`config.mk`:
```
export PLATFORM = sky130hd
export DESIGN_NAME = pbqp_front
export DESIGN_NICKNAME = d
export VERILOG_FILES = /design/src/sv/pbqp_pkg.sv /design/src/sv/pbqp_front.sv
export SDC_FILE = /design/constraint.sdc
export NUM_CORES = 1
export LEC_CHECK = 0
export BUFFER_PORTS_ARGS = -buffer_cell sky130_fd_sc_hd__buf_2
export CORE_MARGIN = 2
export CORE_UTILIZATION = 45
export CTS_BUF_LIST = sky130_fd_sc_hd__clkbuf_16
export CTS_CLUSTER_SIZE = 16
export DETAILED_ROUTE_END_ITERATION = 7
export PLACE_DENSITY = 0.69
export SKIP_LAST_GASP = 1
export SLEW_MARGIN = 10
export SYNTH_ARGS = -nofsm -noshare
export SYNTH_HDL_FRONTEND = slang
export SYNTH_SLANG_ARGS = --single-unit
export TNS_END_PERCENT = 1
```
`constraint.sdc`:
```
create_clock -name clk -period 4.35 [get_ports clk]
set_clock_uncertainty 0.1 [all_clocks]
set_input_delay 0.435 -clock clk [delete_from_list [all_inputs] [get_ports clk]]
set_output_delay 0.435 -clock clk [all_outputs]
set_load 0.01 [all_outputs]
```
`src/sv/pbqp_pkg.sv`:
```
// Shared types and constants for the PBQP cost matrix engine.
// Used by the front end, the back end and the top level.
`default_nettype none
package pbqp_pkg;

	localparam int MAX_ROWS  = 32;
	localparam int MAX_COLS  = 32;
	localparam int COST_BITS = 32;
	localparam int ROW_W     = $clog2(MAX_ROWS);
	localparam int COL_W     = $clog2(MAX_COLS);
	localparam int ADDR_W    = ROW_W + COL_W;
	localparam int CNT_W     = 6;
	localparam int REQ_W     = 4;
	localparam int IDX_W     = 5;
	localparam int VAL_W     = 32;
	localparam int IN_W      = 48;
	localparam int OUT_W     = 40;

	localparam logic [COST_BITS-1:0] INF_COST = '1;
	localparam logic [CNT_W-1:0] ROWS_MAX = CNT_W'(MAX_ROWS);
	localparam logic [CNT_W-1:0] COLS_MAX = CNT_W'(MAX_COLS);

	// Request codes on the input stream.
	localparam logic [REQ_W-1:0] REQ_WRITE   = 4'd0;
	localparam logic [REQ_W-1:0] REQ_ACC     = 4'd1;
	localparam logic [REQ_W-1:0] REQ_LDROW   = 4'd2;
	localparam logic [REQ_W-1:0] REQ_LDCOL   = 4'd3;
	localparam logic [REQ_W-1:0] REQ_ADDROWS = 4'd4;
	localparam logic [REQ_W-1:0] REQ_ADDCOLS = 4'd5;
	localparam logic [REQ_W-1:0] REQ_ROWMIN  = 4'd6;
	localparam logic [REQ_W-1:0] REQ_COLMIN  = 4'd7;
	localparam logic [REQ_W-1:0] REQ_SUBROW  = 4'd8;
	localparam logic [REQ_W-1:0] REQ_SUBCOL  = 4'd9;
	localparam logic [REQ_W-1:0] REQ_ISZERO  = 4'd10;

	// Configuration register indexes.
	localparam logic [0:0] CFG_NUM_ROWS = 1'b0;
	localparam logic [0:0] CFG_NUM_COLS = 1'b1;

	typedef enum logic [3:0] {
		OP_NOP, OP_WRITE, OP_ACC, OP_LDROW, OP_LDCOL, OP_ADDROWS, OP_ADDCOLS,
		OP_ROWMIN, OP_COLMIN, OP_SUBROW, OP_SUBCOL, OP_ISZERO
	} op_t;

	typedef struct packed {
		op_t                  op;
		logic [ROW_W-1:0]     row;
		logic [COL_W-1:0]     col;
		logic [COST_BITS-1:0] value;
		logic [CNT_W-1:0]     nr;
		logic [CNT_W-1:0]     nc;
	} cmd_t;

	typedef enum logic [1:0] {
		ST_IDLE, ST_START, ST_READ, ST_EXEC
	} state_t;

endpackage
`default_nettype wire

```
`src/sv/pbqp_front.sv`:
```
// Front end: configuration registers, request classification and a
// two-entry command queue. Depends on pbqp_pkg.
`default_nettype none
module pbqp_front import pbqp_pkg::*; (
	input  wire logic             clk,
	input  wire logic             arst_n,
	input  wire logic             s_tvalid,
	output logic                  s_tready,
	input  wire logic [IN_W-1:0]  s_tdata,
	input  wire logic             cfg_valid,
	output logic                  cfg_ready,
	input  wire logic [0:0]       cfg_index,
	input  wire logic [CNT_W-1:0] cfg_data,
	output logic                  cmd_valid,
	output cmd_t                  cmd,
	input  wire logic             cmd_pop
);

	logic [CNT_W-1:0] num_rows_q, num_cols_q;
	logic [CNT_W-1:0] nr, nc;
	logic [REQ_W-1:0] req;
	logic [IDX_W-1:0] r, c;
	logic             r_ok, c_ok;
	op_t              op;
	cmd_t             queue_q [2];
	logic             wr_ptr_q, rd_ptr_q;
	logic [1:0]       count_q;
	logic             push;

	assign cfg_ready = 1'b1;

	// Configuration writes.
	always_ff @(posedge clk or negedge arst_n) begin
		if (!arst_n) begin
			num_rows_q <= CNT_W'(1);
			num_cols_q <= CNT_W'(1);
		end else if (cfg_valid) begin
			if (cfg_index == CFG_NUM_ROWS) num_rows_q <= cfg_data;
			else num_cols_q <= cfg_data;
		end
	end

	// Decode and check indices against the active sizes.
	assign nr   = (num_rows_q > ROWS_MAX) ? ROWS_MAX : num_rows_q;
	assign nc   = (num_cols_q > COLS_MAX) ? COLS_MAX : num_cols_q;
	assign req  = s_tdata[3:0];
	assign r    = s_tdata[8:4];
	assign c    = s_tdata[13:9];
	assign r_ok = {1'b0, r} < nr;
	assign c_ok = {1'b0, c} < nc;

	always_comb begin
		op = OP_NOP;
		unique case (req)
			REQ_WRITE:   if (r_ok && c_ok) op = OP_WRITE;
			REQ_ACC:     if (r_ok && c_ok) op = OP_ACC;
			REQ_LDROW:   if (r_ok) op = OP_LDROW;
			REQ_LDCOL:   if (c_ok) op = OP_LDCOL;
			REQ_ADDROWS: op = OP_ADDROWS;
			REQ_ADDCOLS: op = OP_ADDCOLS;
			REQ_ROWMIN:  if (r_ok) op = OP_ROWMIN;
			REQ_COLMIN:  if (c_ok) op = OP_COLMIN;
			REQ_SUBROW:  if (r_ok) op = OP_SUBROW;
			REQ_SUBCOL:  if (c_ok) op = OP_SUBCOL;
			REQ_ISZERO:  op = OP_ISZERO;
			default:     op = OP_NOP;
		endcase
	end

	// Command queue between the front and the back end.
	assign s_tready  = (count_q != 2'd2);
	assign push      = s_tvalid && s_tready;
	assign cmd_valid = (count_q != 2'd0);
	assign cmd       = queue_q[rd_ptr_q];

	always_ff @(posedge clk) begin
		if (push) begin
			queue_q[wr_ptr_q] <= '{op: op, row: r[ROW_W-1:0], col: c[COL_W-1:0],
				value: s_tdata[45:14], nr: nr, nc: nc};
		end
	end

	always_ff @(posedge clk or negedge arst_n) begin
		if (!arst_n) begin
			wr_ptr_q <= 1'b0;
			rd_ptr_q <= 1'b0;
			count_q  <= 2'd0;
		end else begin
			if (push) wr_ptr_q <= ~wr_ptr_q;
			if (cmd_pop) rd_ptr_q <= ~rd_ptr_q;
			count_q <= count_q + 2'(push) - 2'(cmd_pop);
		end
	end

endmodule
`default_nettype wire

```
==> results.md <==
Route:
- In the final routed layout, each cell accounts on average for 16.3 µm.
- The routed layout has 2895 vias.
- For this run, design rule violations remaining after detail routing come to 0.
- The detailed-route vias per instance is 5.01.
- The detailed-router iteration count before antenna repair is 4.
- The total wire length is 9.42 mm.
- After the first detailed-routing iteration, the DRC count stood at 102.
- The residual antenna-violating net count after detailed routing is 0.

Critical path:
- At the worst endpoint, the required time is 3820 ps.
- For the worst setup path, the data arrival time is 2360 ps.
- The kind of launch point of the worst setup path is a flip-flop.
- The worst setup path is captured at a primary output.
- The setup path with the least slack is of type flip-flop to primary output.
- The largest fanout on the critical path is 36.

Clocking:
- The register clock-pin slew on the reported worst setup and hold paths is 50 ps.
- The depth of the CTS H-tree is 4.
- The clock tree from TritonCTS is built.
- The clock passes through at most 2 buffers.
- The cell at the root of the clock tree is sky130_fd_sc_hd__clkbuf_16.
- For the worst-skew pair, the clock arrives at the later sink with an insertion delay of 400 ps.
- The total number of clock tree sinks is 132.
- In this run, CTS created clock tree buffers numbering 17.

STA:
- In the finished design, the share of the clock period the worst path needs comes to 0.666.
- Measured against its own limit, the worst slew margin works out to 0.341.
- The number of endpoints with negative hold slack in the final report is 0.
- For the pin with the worst max-slew slack, the measured transition is 988 ps.
- Final hold analysis gives a worst-case slack of 125 ps.
- Setup repair after global routing left no endpoint under its margin.
- The worst path in the final design needs a cycle of 2900 ps, including I/O delays and setup.
- Based on the critical path, the design can be clocked at up to 0.345 GHz.
- Adding up every negative setup slack in the final design gives 0 ps.
- The final max-slew violation count is 0.
- Setup violations remaining at the end of the flow were counted as 0.

GRT:
- For met2 alone, demand over resource in global routing was 0.258.
- In the global route stage, overall resource usage came out at 0.154.
- The initial antenna violation count is 0.
- In the global route stage, met3 resource usage came out at 0.0562.
- The largest net degree at the start of global routing is 41.
- The via count of the first global-routing pass is 2986.
- The busiest layer in global routing is met2.
- For this run the aggregate overflow at the end of global routing stands at 0.
- The first global-routing pass estimated 14.7 mm of wire.
- In the global route stage, met1 resource usage came out at 0.182.

Floorplan:
- The number of top-level design ports is 121.
- The die width is 112 µm.
- The floorplan die area is 0.0126 mm².
- The height of the die is 112 µm.
- The initial utilization of the core area, before any placement, comes to 0.461.
- The number of cell rows is 39.
- The core region is 0.0114 mm².

Synthesis:
- The number of nets in the synthesized netlist is 363.
- The xor/xnor share of the synthesized area is 0.00666.
- The count of flip-flops with a built-in enable after synthesis is 116.
- The number of warnings issued by yosys is 0.
- The share of synthesized flip-flops with an asynchronous set or reset is 0.121.
- The synthesized area is 0.00526 mm².
- The share of the Yosys chip area taken by registers is 0.738.
- The post-synthesis sequential element count is 132.
- The predominant post-synthesis flop cell is sky130_fd_sc_hd__edfxtp_1.
- The largest area contributor in the netlist is sky130_fd_sc_hd__edfxtp_1.
- The simple-gate area share of the yosys netlist is 0.0392.
- After synthesis, the cell types taking the most area are sky130_fd_sc_hd__edfxtp_1 66%, sky130_fd_sc_hd__mux2_2 10%, sky130_fd_sc_hd__dfrtp_1 6.7%, sky130_fd_sc_hd__mux2_1 4.9%, sky130_fd_sc_hd__ha_1 2.4%.
- The synthesized instance count is 293.
- The share of synthesized cell area in full adder, half adder and majority cells is 0.0238.
- After synthesis, the mean cell area works out to 18.0 µm².
- The share of the synthesized area in the top cell type is 0.662.
- The number of different library cells used by synthesis comes to 33.
- The compound-gate portion of the synthesized area is 0.0238.
- By area, the combinational part of the netlist is dominated by multiplexers.
- The share of synthesized area spent on multiplexers is 0.150.
- The most repeated cell in the gate-level netlist after synthesis is sky130_fd_sc_hd__edfxtp_1.
- After synthesis, the most frequently instantiated cells are 116 x sky130_fd_sc_hd__edfxtp_1, 47 x sky130_fd_sc_hd__mux2_2, 23 x sky130_fd_sc_hd__mux2_1.

Power and ir drop:
- In this run the power spent charging and discharging nets is 1.19 mW.
- Of the total power, combinational logic draws 0.256.
- The internal portion of total power is 3.01 mW.
- The net switching fraction of the power is 0.283.
- The sum of internal, switching and leakage power is 4.19 mW.
- The worst-case IR drop observed on VDD is 0.000545 V.
- Dividing total power by cell area gives a power density of 640 mW/mm².
- The fraction of power consumed by the clock network is 0.297.
- The power share of the sequential group is 0.447.
- For this design the static power due to leakage is 2.61 nW.

Finish:
- From synthesis to final layout, the design area changed by 24.4%.
- The net count of the finished layout is 492.
- The fraction of layout instances using a drive strength above 1 is 0.460.
- The filler cell count in the final layout is 941.
- With fillers left out, the area of the finished cells amounts to 0.00655 mm².
- The number of diodes is 0.

Run:
- The max-capacitance violation count is 0.

Run status:
- The run finished with clean final reports.

Place:
- Once detailed placement completed, the half-perimeter wirelength came to 6.27 mm.
- The congestion estimate from routability-driven global placement came to 0.715.
- The port buffer count is 117.
- The placed instances occupy a cell area of 0.00601 mm².

Hold path:
- The path class of the tightest hold or removal check is input pin to flip-flop.
## placed cells by master (no fill, tap or decap), types with 2 or more instances in the layout
cell,count
sky130_fd_sc_hd__nand4b_1,2
sky130_fd_sc_hd__mux2_2,47
sky130_fd_sc_hd__inv_1,18
sky130_fd_sc_hd__xnor2_1,3
sky130_fd_sc_hd__ha_1,10
sky130_fd_sc_hd__dfrtp_1,13
sky130_fd_sc_hd__edfxtp_1,116
sky130_fd_sc_hd__a21o_1,2
sky130_fd_sc_hd__nor2_1,8
sky130_fd_sc_hd__mux2_1,23
sky130_fd_sc_hd__buf_4,3
sky130_fd_sc_hd__nand2b_1,12
sky130_fd_sc_hd__dfstp_2,2
sky130_fd_sc_hd__clkinv_2,5
sky130_fd_sc_hd__clkbuf_16,19
sky130_fd_sc_hd__a21oi_1,4
sky130_fd_sc_hd__buf_2,117
sky130_fd_sc_hd__nor2b_1,2
sky130_fd_sc_hd__nand2_1,9
sky130_fd_sc_hd__o21ai_0,2
## state kept, by name, indices dropped and copies added, names as in the netlist
name / cells
num_rows_q: 6
wr_ptr_q: 1
num_cols_q: 6
rd_ptr_q: 1
queue_q: 116
count_q: 2
## power by group through the flow
stage	Sequential, mW	Combinational (mW)	Clock, mW
final	1.87	1.07	1.24
after global routing	1.91	1.17	1.34
after CTS	1.88	1.10	1.28
after detailed placement	1.91	1.10	0
after global placement	1.89	1.08	0
after floorplan	1.82	0.749	0
## final timing paths
kind / slack [ps] / cells after the start / from / end
setup / recovery: 1450 / 3 / rd_ptr_q / cmd[6]
hold / removal: 130 / 1 / s_tdata[14] / queue_q[1][12]
setup reg to reg: 1920 / 7 / num_cols_q[5] / queue_q[1][54]
hold reg to reg: 410 / 1 / count_q[1] / count_q[1]
max in group asynchronous: 3460 / 2 / arst_n / num_rows_q[0]
min in group asynchronous: 380 / 2 / arst_n / count_q[1]
## routing by layer
layer	vias up	wire (µm)	part of all wire
met5	-	0	0
met1	1423	3900	0.41
met2	98	4800	0.51
met4	0	101	0.011
li1	1362	-	-
met3	12	615	0.065
## worst max-delay path, stage by stage (launching register included)
cell and delay (ps):
sky130_fd_sc_hd__dfrtp_2 920, sky130_fd_sc_hd__buf_4 460, sky130_fd_sc_hd__mux2_2 410, sky130_fd_sc_hd__buf_2 150
## area by class of cell
cell class                      count  area, µm²  area share
Timing Repair Buffer              121        618      0.0944
Multi-Input combinational cell    139       1290       0.197
Tap cell                          143        179      0.0273
Sequential cell                   132       3890       0.594
Clock buffer                       19        475      0.0726
Inverter                           11       41.3     0.00630
Clock inverter                     13       55.1     0.00841
## cells by family after synthesis
kind of cell,count (synthesis)
other,1
multiplexers,70
XOR/XNOR,4
AO/OA/AOI/OAI,16
buffers and inverters,22
AND/OR/NAND/NOR,38
adder cells (fa/ha/maj),10
flip-flops,132
## what timing repair did
| action | 4_1_cts | 5_1_grt |
|---|---|---|
| endpoints found under the hold margin | 14 | 0 |
| buffers inserted | 0 | 0 |
| resized for setup | 0 | 0 |
| hold buffers | 1 | 0 |
## stage by stage
stage,instances,worst slack (ps),utilization
floorplan,293,686,-
global placement,545,1820,0.526
detailed placement,545,1820,0.526
CTS,578,1390,0.574
global route,578,1320,0.574
finish,578,1450,0.574
Power figures use the tool's default switching activity.
